File: config.mk
export PLATFORM = sky130hd
export DESIGN_NAME = event_counter_bank_with_timestamps
export DESIGN_NICKNAME = d
export VERILOG_FILES = /design/src/ecbt_pkg.sv /design/src/event_counter_bank_with_timestamps.sv /design/src/ecbt_ram.sv /design/src/ecbt_ctrl.sv /design/src/ecbt_dp.sv
export SDC_FILE = /design/constraint.sdc
export NUM_CORES = 2
export LEC_CHECK = 0
export ABC_CLOCK_PERIOD_IN_PS = 6300
export BUFFER_PORTS_ARGS = -buffer_cell sky130_fd_sc_hd__buf_2
export CORE_UTILIZATION = 57
export DETAILED_ROUTE_END_ITERATION = 8
export HOLD_SLACK_MARGIN = 0.06
export PLACE_DENSITY = 0.76
export SKIP_CTS_REPAIR_TIMING = 1
export SLEW_MARGIN = 25
export SYNTH_ARGS = -nofsm -noshare
export SYNTH_HDL_FRONTEND = slang
export SYNTH_SLANG_ARGS = --single-unit
export TNS_END_PERCENT = 1
File: constraint.sdc
create_clock -name clk -period 6.3 [get_ports clk]
set_input_delay 0.315 -clock clk [delete_from_list [all_inputs] [get_ports clk]]
set_output_delay 0.315 -clock clk [all_outputs]
set_load 0.1 [all_outputs]
File: src/ecbt_pkg.sv
// Shared constants and types for the event counter bank.
package ecbt_pkg;

  // Bank size and derived address width
  localparam int NUM_COUNTERS = 32;
  localparam int ADDR_W       = (NUM_COUNTERS > 1) ? $clog2(NUM_COUNTERS) : 1;
  localparam int IDX_W        = 8;
  localparam logic [IDX_W:0] NUM_LIMIT = (IDX_W + 1)'(NUM_COUNTERS);

  // Field widths
  localparam int KIND_W  = 2;
  localparam int CNT_W   = 31;
  localparam int FRAME_W = 31;
  localparam int OUT_W   = 128;

  localparam logic [CNT_W-1:0]   CNT_MAX   = {CNT_W{1'b1}};
  localparam logic [FRAME_W-1:0] FRAME_MAX = {FRAME_W{1'b1}};

  // Item kinds; the unused code behaves as a query
  localparam logic [KIND_W-1:0] KIND_REPORT = 2'd0;
  localparam logic [KIND_W-1:0] KIND_TICK   = 2'd1;
  localparam logic [KIND_W-1:0] KIND_QUERY  = 2'd2;

  // One bank entry as stored in the RAM
  typedef struct packed {
    logic [CNT_W-1:0]   count;
    logic [FRAME_W-1:0] first;
    logic [FRAME_W-1:0] last;
  } ecbt_entry_t;

  localparam int ENTRY_W = $bits(ecbt_entry_t);

  // Controller to datapath commands
  typedef struct packed {
    logic load;   // take the request and start the entry read
    logic exec;   // update the entry and load the result register
  } ecbt_cmd_t;

  // Datapath to controller status
  typedef struct packed {
    logic slot_free;  // result register empty or being drained
  } ecbt_stat_t;

endpackage

File: src/event_counter_bank_with_timestamps.sv
// Top level of the saturating event counter bank with first/last frame capture.
//
//  channel | direction | tdata                    | tuser
//  s_*     | in        | [7:0] counter_index      | [1:0] kind
//  m_*     | out       | index_valid, event_count, | none
//          |           | first_frame, last_frame,  |
//          |           | current_frame             |
//
// For each request, the accept cycle starts the registered RAM read; the
// update step that follows does the read-modify-write of the entry and loads
// the result register. s_tready is low while a request is in progress.
// A result waiting in the output register delays only the update cycle of the
// following request. Reset clears the per-entry valid bits and the frame clock
// at once; there is no clearing pass.
module event_counter_bank_with_timestamps
  import ecbt_pkg::*;
(
  input  logic               clk,
  input  logic               rst,
  input  logic               s_tvalid,
  output logic               s_tready,
  input  logic [IDX_W-1:0]   s_tdata,   // [7:0] counter_index
  input  logic [KIND_W-1:0]  s_tuser,   // [1:0] kind
  output logic               m_tvalid,
  input  logic               m_tready,
  // [0] index_valid, [31:1] event_count, [63:32] first_frame,
  // [95:64] last_frame, [126:96] current_frame, [127] zero
  output logic [OUT_W-1:0]   m_tdata
);

  ecbt_cmd_t  cmd;
  ecbt_stat_t stat;

  ecbt_ctrl u_ctrl (
    .clk      (clk),
    .rst      (rst),
    .s_tvalid (s_tvalid),
    .s_tready (s_tready),
    .stat     (stat),
    .cmd      (cmd)
  );

  ecbt_dp u_dp (
    .clk      (clk),
    .rst      (rst),
    .cmd      (cmd),
    .stat     (stat),
    .in_index (s_tdata),
    .in_kind  (s_tuser),
    .m_tvalid (m_tvalid),
    .m_tready (m_tready),
    .m_tdata  (m_tdata)
  );

  // One request at a time
  a_one_in_flight: assert property (@(posedge clk) disable iff (rst)
    (s_tvalid && s_tready) |=> !s_tready)
    else $error("request accepted while another is in progress");

  // An update always produces a result
  a_exec_result: assert property (@(posedge clk) disable iff (rst)
    cmd.exec |=> m_tvalid)
    else $error("update did not load the result register");

  // Out-of-range index reads back as empty
  a_invalid_empty: assert property (@(posedge clk) disable iff (rst)
    (m_tvalid && !m_tdata[0]) |-> (m_tdata[31:1] == '0) && (m_tdata[95:32] == '1))
    else $error("invalid index returned counter contents");

  // A counter that fired has non-negative first and last frames
  a_fired_first: assert property (@(posedge clk) disable iff (rst)
    (m_tvalid && (m_tdata[31:1] != '0)) |-> (!m_tdata[63] && !m_tdata[95]))
    else $error("fired counter returned a negative frame");

endmodule

File: src/ecbt_ram.sv
// Generic single-write, single-read RAM with registered read data.
module ecbt_ram #(
  parameter int WIDTH = 8,
  parameter int DEPTH = 16
) (
  input  logic                                     clk,
  input  logic                                     we,
  input  logic [((DEPTH > 1) ? $clog2(DEPTH) : 1)-1:0] waddr,
  input  logic [WIDTH-1:0]                         wdata,
  input  logic                                     re,
  input  logic [((DEPTH > 1) ? $clog2(DEPTH) : 1)-1:0] raddr,
  output logic [WIDTH-1:0]                         rdata
);

  logic [WIDTH-1:0] mem [DEPTH];

  // Write port and registered read port
  always_ff @(posedge clk) begin
    if (we) begin
      mem[waddr] <= wdata;
    end
    if (re) begin
      rdata <= mem[raddr];
    end
  end

endmodule

File: src/ecbt_ctrl.sv
// Controller for the event counter bank: request intake and update sequencing.
module ecbt_ctrl
  import ecbt_pkg::*;
(
  input  logic       clk,
  input  logic       rst,
  input  logic       s_tvalid,
  output logic       s_tready,
  input  ecbt_stat_t stat,
  output ecbt_cmd_t  cmd
);

  typedef enum logic [0:0] {
    ST_IDLE,
    ST_EXEC
  } state_t;

  state_t state;
  logic   in_rdy;

  // Commands
  always_comb begin
    cmd.load = s_tvalid && in_rdy;
    cmd.exec = (state == ST_EXEC) && stat.slot_free;
  end

  assign s_tready = in_rdy;

  // State and registered ready
  always_ff @(posedge clk) begin
    if (rst) begin
      state  <= ST_IDLE;
      in_rdy <= 1'b1;
    end else begin
      case (state)
        ST_IDLE: begin
          if (cmd.load) begin
            state  <= ST_EXEC;
            in_rdy <= 1'b0;
          end
        end
        ST_EXEC: begin
          // wait here while the previous result is still unclaimed
          if (cmd.exec) begin
            state  <= ST_IDLE;
            in_rdy <= 1'b1;
          end
        end
        default: begin
          state  <= ST_IDLE;
          in_rdy <= 1'b1;
        end
      endcase
    end
  end

endmodule

File: src/ecbt_dp.sv
// Datapath for the event counter bank: entry RAM, valid bits, frame clock, result register.
module ecbt_dp
  import ecbt_pkg::*;
(
  input  logic                clk,
  input  logic                rst,
  input  ecbt_cmd_t           cmd,
  output ecbt_stat_t          stat,
  input  logic [IDX_W-1:0]    in_index,
  input  logic [KIND_W-1:0]   in_kind,
  output logic                m_tvalid,
  input  logic                m_tready,
  output logic [OUT_W-1:0]    m_tdata
);

  logic [KIND_W-1:0]     kind_q;
  logic [IDX_W-1:0]      idx_q;
  logic [ADDR_W-1:0]     addr_q;
  logic [NUM_COUNTERS-1:0] vbits;
  logic [FRAME_W-1:0]    frame_clock;
  logic [FRAME_W-1:0]    frame_clock_next;
  logic [ENTRY_W-1:0]    rdata;
  ecbt_entry_t           cur;
  ecbt_entry_t           upd;
  ecbt_entry_t           after;
  logic                  idx_ok;
  logic                  hit;
  logic                  do_report;
  logic [31:0]           first_o;
  logic [31:0]           last_o;

  assign addr_q = idx_q[ADDR_W-1:0];

  // Entry store; read starts when the request is taken
  ecbt_ram #(
    .WIDTH (ENTRY_W),
    .DEPTH (NUM_COUNTERS)
  ) u_ram (
    .clk   (clk),
    .we    (cmd.exec && do_report),
    .waddr (addr_q),
    .wdata (upd),
    .re    (cmd.load),
    .raddr (in_index[ADDR_W-1:0]),
    .rdata (rdata)
  );

  // Latch the request
  always_ff @(posedge clk) begin
    if (cmd.load) begin
      kind_q <= in_kind;
      idx_q  <= in_index;
    end
  end

  // Current entry; a never-written entry reads as zero
  always_comb begin
    idx_ok    = {1'b0, idx_q} < NUM_LIMIT;
    hit       = idx_ok && vbits[addr_q];
    cur       = hit ? ecbt_entry_t'(rdata) : '0;
    do_report = (kind_q == KIND_REPORT) && idx_ok;
  end

  // Report update: first frame on first event, saturating count
  always_comb begin
    upd.count = (cur.count == CNT_MAX) ? cur.count : cur.count + 1'b1;
    upd.first = (cur.count == '0) ? frame_clock : cur.first;
    upd.last  = frame_clock;
    after     = do_report ? upd : cur;
  end

  // Saturating frame tick
  always_comb begin
    frame_clock_next = frame_clock;
    if ((kind_q == KIND_TICK) && (frame_clock != FRAME_MAX)) begin
      frame_clock_next = frame_clock + 1'b1;
    end
  end

  // Frames read back as all ones when the counter never fired
  always_comb begin
    if (after.count != '0) begin
      first_o = {1'b0, after.first};
      last_o  = {1'b0, after.last};
    end else begin
      first_o = '1;
      last_o  = '1;
    end
  end

  assign stat.slot_free = !m_tvalid || m_tready;

  // Valid bits, frame clock and result valid
  always_ff @(posedge clk) begin
    if (rst) begin
      vbits       <= '0;
      frame_clock <= '0;
      m_tvalid    <= 1'b0;
    end else begin
      if (cmd.exec) begin
        frame_clock <= frame_clock_next;
        m_tvalid    <= 1'b1;
        if (do_report) begin
          vbits[addr_q] <= 1'b1;
        end
      end else if (m_tready) begin
        m_tvalid <= 1'b0;
      end
    end
  end

  // Result payload
  always_ff @(posedge clk) begin
    if (cmd.exec) begin
      m_tdata <= {1'b0, frame_clock_next, last_o, first_o, after.count, idx_ok};
    end
  end

endmodule

; Yosys cells after proc, flatten, opt, wreduce, memory -nomap -nowiden
; Memory sizes are Yosys's and may differ from the RTL's. A register that Yosys moved wholly into a read port is not among the register bits.
; Index checks and enable logic that the tools add are counted.
[op_classes]
addsub = 2
magnitude_cmp = 3
eq_ne = 5
mux = 21
n_bitwise = 2
reduce_logical = 15
[ops]
columns = cell, n
row1 = 2-to-1 mux 93 bit, 2
row2 = 2-to-1 mux 31 bit, 3
row3 = 2-to-1 mux 32 bit, 2
row4 = "adder 31 x 1 -> 31 bit, second input constant", 2
row5 = bitwise OR 32 bit, 1
row6 = "== test 31 bit, second input constant", 1
row7 = logical NOT 31 bit, 1
row8 = "inequality test 31 bit, second input constant", 1
row9 = nonzero test 31 bit, 1
row10 = 2-to-1 mux 1 bit, 10
row11 = "< comparator 8 x 6 -> 1 bit, second input constant", 1
row12 = logical AND 1 bit, 7
row13 = "< comparator 5 x 6 -> 1 bit, second input constant", 1
row14 = binary-select mux 1 bit (select 5 bit), 1
row15 = demux 1 bit (select 5 bit), 1
row16 = "greater-or-equal comparator 5 x 1 -> 1 bit, second input constant", 1
row17 = "inequality test 2 x 1 -> 1 bit, second input constant", 2
row18 = case mux 1 bit (2 select lines), 2
row19 = AND reduction 2 bit, 2
row20 = "== test 2 x 1 -> 1 bit, second input constant", 1
row21 = logical NOT 2 bit, 1
row22 = nonzero test 2 bit, 1
row23 = logical NOT 1 bit, 1
row24 = logical OR 1 bit, 1
row25 = inverter 1 bit, 1
[totals]
reg_bits = 203
ram_bits = 2976
input_bits = 14
output_inout_bits = 130
elab_cells = 58
mem_count = 1
[mem_list]
columns = memory, words, word_bits, rd, rd_clocked_by_memory_dff, wr, line
row1 = u_dp.u_ram.mem, 32, 93, 1, 1, 1, ecbt_ram.sv:15  ; logic [WIDTH-1:0] mem [DEPTH];

; Longest topological paths before layout
[depth]
word_depth = 9
mapped_depth = 14
mapped_depth_nobuf = 10

; By module
; Synthesis repeated with hierarchy kept, for this count alone.
[hier_totals]
hier_cells = 6566
area_unflattened_um2 = 126805.4
[by_module_without_submodules]
columns = mod, instances, cells_per_inst, area_each_um2, seq_area_each_um2
row1 = ecbt_ram, 1, 5435, 115846.1, 92158.4
row2 = ecbt_dp, 1, 1122, 10866.7, 5365.1
row3 = ecbt_ctrl, 1, 9, 92.6, 40.0

; Worst setup path before layout
; No wires, ideal clock.
[synth_path]
path_type = register to register
from = register u_dp.idx_q[5]
to = memory u_dp.u_ram.mem[15][0] (netlist bit) (enable)
setup_time_ns = 0.547
t_arrival_ns = 5.610
required_ns = 5.753
setup_slack_ns = 0.143
stages_incl_launch_ff = 9
path_buffers = 2
synth_period_minus_slack_ns = 6.157
path_cell_list = edfxtp_1 or3_1 clkbuf_1 inv_1 nand2_1 clkbuf_1 nor2_1 nand3_1 nor2_1
[synth_between]
elab_chain_cells = 5
[synth_rtl]
columns = element, line
row1 = "start, declared", ecbt_dp.sv:17  ; logic [IDX_W-1:0] idx_q;
row2 = "start signal, assigned", ecbt_dp.sv:52  ; idx_q <= in_index;
row3 = < comparator 8 x 6 -> 1 bit, ecbt_dp.sv:58  ; idx_ok = {1'b0, idx_q} < NUM_LIMIT;
row4 = named net u_dp.idx_ok, ecbt_dp.sv:26  ; logic idx_ok;
row5 = logical AND 1 bit, ecbt_dp.sv:61  ; do_report = (kind_q == KIND_REPORT) && idx_ok;
row6 = logical AND 1 bit, ecbt_dp.sv:40  ; .we (cmd.exec && do_report),
row7 = 2-to-1 mux 1 bit, ecbt_ram.sv:19  ; if (we) begin
row8 = 2-to-1 mux 1 bit (implied by the code), ecbt_ram.sv:20  ; mem[waddr] <= wdata;
row9 = "end, declared", ecbt_ram.sv:15
; The timed path passes the listed nets, and every way through them passes these cells.

; Worst setup path after layout
[layout_path]
from = register u_dp.idx_q[1]
to = register u_dp.m_tdata[92] (data pin)
[layout_between]
elab_chain_cells = 8
elab_cells_between_ends = 11
classes_between = add/sub: 1 / order compare: 1 / eq/ne: 1 / mux: 5 / reduce/logical: 3
[layout_rtl]
columns = element, line
row1 = binary-select mux 1 bit (select 5 bit), ecbt_dp.sv:59  ; hit = idx_ok && vbits[addr_q];
row2 = 2-to-1 mux 1 bit (implied by the code), ecbt_dp.sv:59
row3 = logical AND 1 bit, ecbt_dp.sv:59
row4 = 2-to-1 mux 93 bit, ecbt_dp.sv:60  ; cur = hit ? ecbt_entry_t'(rdata) : '0;
row5 = adder 31 x 1 -> 31 bit / == test 31 bit (equally long branches), ecbt_dp.sv:66  ; upd.count = (cur.count == CNT_MAX) ? cur.count : cur.count + 1'b1;
row6 = 2-to-1 mux 31 bit, ecbt_dp.sv:66
row7 = 2-to-1 mux 93 bit *, ecbt_dp.sv:69  ; after = do_report ? upd : cur;
row8 = nonzero test 31 bit, ecbt_dp.sv:82  ; if (after.count != '0) begin
row9 = "end signal, assigned", ecbt_dp.sv:115  ; m_tdata <= {1'b0, frame_clock_next, last_o, first_o, after.count, idx_ok};
row10 = "end, declared", ecbt_dp.sv:13  ; output logic [OUT_W-1:0] m_tdata
; Mark *: on every way between the ends. The rest lies on a longest branch, timed or not. The select of a mux whose other input is x is not followed.
; A chain may end at the register's enable or synchronous reset.

==> metrics.txt <==
status=finished clean; CTS max path bufs=4; number of cells produced by synthesis=5456; DR pass1 iterations=7; Setup CP Type=flop to flop; count of pins over their slew limit=0; Final ANT Viol Nets=0; CP Capture Type=flop; maxcap violations=0; I/O pin cnt=144; syn avg cell area=23.1 um^2; 1st-iter DRT viols=a little under 10000; EDFF count, synth=3205; leakage=0.0437 uW; gr ovfl total=0; initial antenna violation count=3; RSZ-0062 raised after global routing=no; Fin Setup TNS=0 ns; crit path max-delay cell type=edfxtp_1; total power draw=44700 uW; FF-to-FF Start=u_dp.idx_q[1]$_DFFE_PP_; Yosys cell types=71; die height=472 um; CTS tree=done; type of the worst min-delay path=input port to flop; hold endpoint=u_dp.u_ram.rdata[49]$_DFFE_PP_; worst r2r path cells=12; GP Congestion=between 0.9 and 1; first-pass GRT wire length=477000 um; CTS sink cnt=between 3000 and 4000; Port Buffers=approximately 140; row count=around 170; Arr. time, crit path=~6 ns; layout cell share with drive strength beyond 1=32.4%; core box area=around 220000 um^2; die width=472 um; DR vias/cell=around 7; worst path cell trace=mux4_2 > nor4b_1 > nor4_1 > nand2_1 > o21ai_4 > buf_4 > inv_2 > buf_4 > o31ai_1 > or4b_4 > buf_4 > o2111ai_2; Startpoint Class=flop; FF-to-FF End=u_dp.m_tdata[92]$_SDFFCE_PN1P_; fin crit share=83.7%; All-Layer GR Usage=30.9%; Starting Density=57.4%; DIE AREA=223000 um^2; dpl ws=approximately 1.2 ns; Main synth FF type=edfxtp_1; commonest non-fill, non-tap cell in the layout=edfxtp_1; Fin. Hold Viols=0; Final Worst Setup Slack=1.03 ns; most frequent cells in the layout=3205 x edfxtp_1, 931 x mux4_2, 333 x clkbuf_16; Mapped Area=126000 um^2; DR top layer=met5; Crit path largest cell delay=0.95 ns; Synth warnings=0; Req. time, crit path=approximately 7.1 ns; vias in the first global route=63400; hold path start=s_tdata[3]; Setup violations, final=0; Post-synth ARST share=0%; met3 WL=about 38000 um; power per cell area=about 310 nW/um^2; met2 WL post-DR=167000 um; Area growth syn-to-layout=12.9%; register area share after synthesis=77.4%; clock insertion delay at the later pin of the skew report=roughly 0.96 ns; Worst Hold Depth=2; VDD IR max=0.000321 V; clk slew on worst S/H paths=0.06 ns; Final min period=5.27 ns; CP dominant cell by count=buf_4; Post-Route M1 WL=117000 um; worst slew pin tran=1.09 ns; FF+latch count, synth=3271; largest net degree at the start of global routing=114; DRT Wirelength=roughly 340000 um; nets@finish=5814; DR vias=63100; Worst slew margin=a little over a quarter; Clock Root Buffer=clkbuf_16; skew final=about 0.075 ns; WL per Instance=~38 um; detailed placement HPWL=161000 um; r2r setup slk=between 1 and 1.5 ns; worst-path maximum fanout=35; fmax=~0.19 GHz; Post-Syn Nets=5471; H-tree levels=5; Num CTS Buffers=about 330; drt drc=0
[area by class of cell]
cell class	instances	area, um^2
Sequential cell	3271	97600
Fill cell	13400	77400
Multi-Input combinational cell	1847	27600
Clock buffer	410	8680
Tap cell	2958	3700
Timing Repair Buffer	341	3170
Clock inverter	156	1550
Inverter	12	50.0
Antenna cell	5	12.5
[power by group]
| group | internal (uW) | switching, uW | total (uW) |
|---|---|---|---|
| Combinational | 658 | 1100 | 1760 |
| Clock | 11000 | 8050 | 19100 |
| Sequential | 23800 | 131 | 23900 |
[critical path, delay by kind of cell, from the launching register on]
| kind | cells | cell delay [ns] |
|---|---|---|
| mux | 1 | 0.59 |
| buf+inv | 4 | 1.23 |
| simple gates | 4 | 1.62 |
| flops | 1 | 0.95 |
| compound gates | 3 | 0.57 |
[registers in the layout (all words and copies together), names as in the netlist]
| signal | cells |
|---|---|
| u_dp.idx_q | 8 |
| u_dp.u_ram.mem | 2976 |
| u_dp.kind_q | 2 |
| u_dp.frame_clock | 31 |
| u_ctrl.state | 1 |
| u_dp.u_ram.rdata | 93 |
| u_dp.vbits | 32 |
| u_dp.m_tvalid | 1 |
| u_dp.m_tdata | 126 |
| u_ctrl.s_tready | 1 |
[cells in the mapped netlist, types with 5 or more instances]
cell / number / share of area (%)
edfxtp_1: 3205 / 76
mux4_2: 931 / 17
clkbuf_1: 256 / 0.76
nor2_1: 203 / 0.60
nand2_1: 127 / 0.38
mux2_2: 121 / 1.1
dfxtp_1: 66 / 1.0
xnor2_1: 57 / 0.40
buf_1: 46 / 0.14
xor2_1: 35 / 0.24
a221oi_1: 31 / 0.22
nand3_1: 30 / 0.12
nand2_2: 29 / 0.14
o2111ai_2: 26 / 0.31
a21oi_1: 25 / 0.099
nand4_1: 25 / 0.12
nor3_1: 23 / 0.091
and3_1: 17 / 0.084
o21ai_0: 17 / 0.067
mux2i_1: 15 / 0.12
nor4_1: 14 / 0.069
or3_1: 13 / 0.065
buf_2: 11 / 0.044
inv_1: 11 / 0.033
nand2b_1: 10 / 0.050
and2_1: 7 / 0.035
buf_6: 7 / 0.063
o21ba_2: 7 / 0.056
or4_1: 7 / 0.042
a311oi_1: 5 / 0.035
o32ai_1: 5 / 0.035
[worst max path at each step]
stage	from	end
after global placement	u_dp.idx_q[1]$_DFFE_PP_	u_dp.m_tdata[88]$_SDFFCE_PN1P_
after global routing	u_dp.idx_q[1]$_DFFE_PP_	u_dp.m_tdata[92]$_SDFFCE_PN1P_
after floorplan	u_dp.idx_q[5]$_DFFE_PP_	u_dp.u_ram.mem[15][0]$_DFFE_PP_
final	u_dp.idx_q[1]$_DFFE_PP_	u_dp.m_tdata[92]$_SDFFCE_PN1P_
after CTS	u_dp.idx_q[1]$_DFFE_PP_	u_dp.m_tdata[92]$_SDFFCE_PN1P_
after detailed placement	u_dp.idx_q[1]$_DFFE_PP_	u_dp.m_tdata[92]$_SDFFCE_PN1P_
[metal layers]
metal	global-route usage, %	vias up
met1	41.2	33200
li1	-	23800
met2	49.7	5070
met5	0	-
met3	5.60	950
met4	15.1	2
[through the flow]
step / instance area, um^2 / instances / hold slack (ns) / utilization, %
after floorplan: 126000 / 5456 / 0.414 / -
final: 142000 / 9000 / 0.104 / 64.8
after detailed placement: 132000 / 8419 / 0.456 / 60.0
after global placement: 132000 / 8416 / 0.446 / 60.0
after global routing: 142000 / 8996 / 0.103 / 64.8
after CTS: 142000 / 8985 / -0.477 / 64.7
[cell families after synthesis]
family | synth area share (%)
compound gates | 1.00
xor+xnor | 0.665
fa+ha+maj | 0.00992
buf+inv | 1.07
flops | 77.4
mux | 17.8
other cells | 0.00297
simple gates | 2.04
Note: power is estimated with default switching activity, not from simulation.
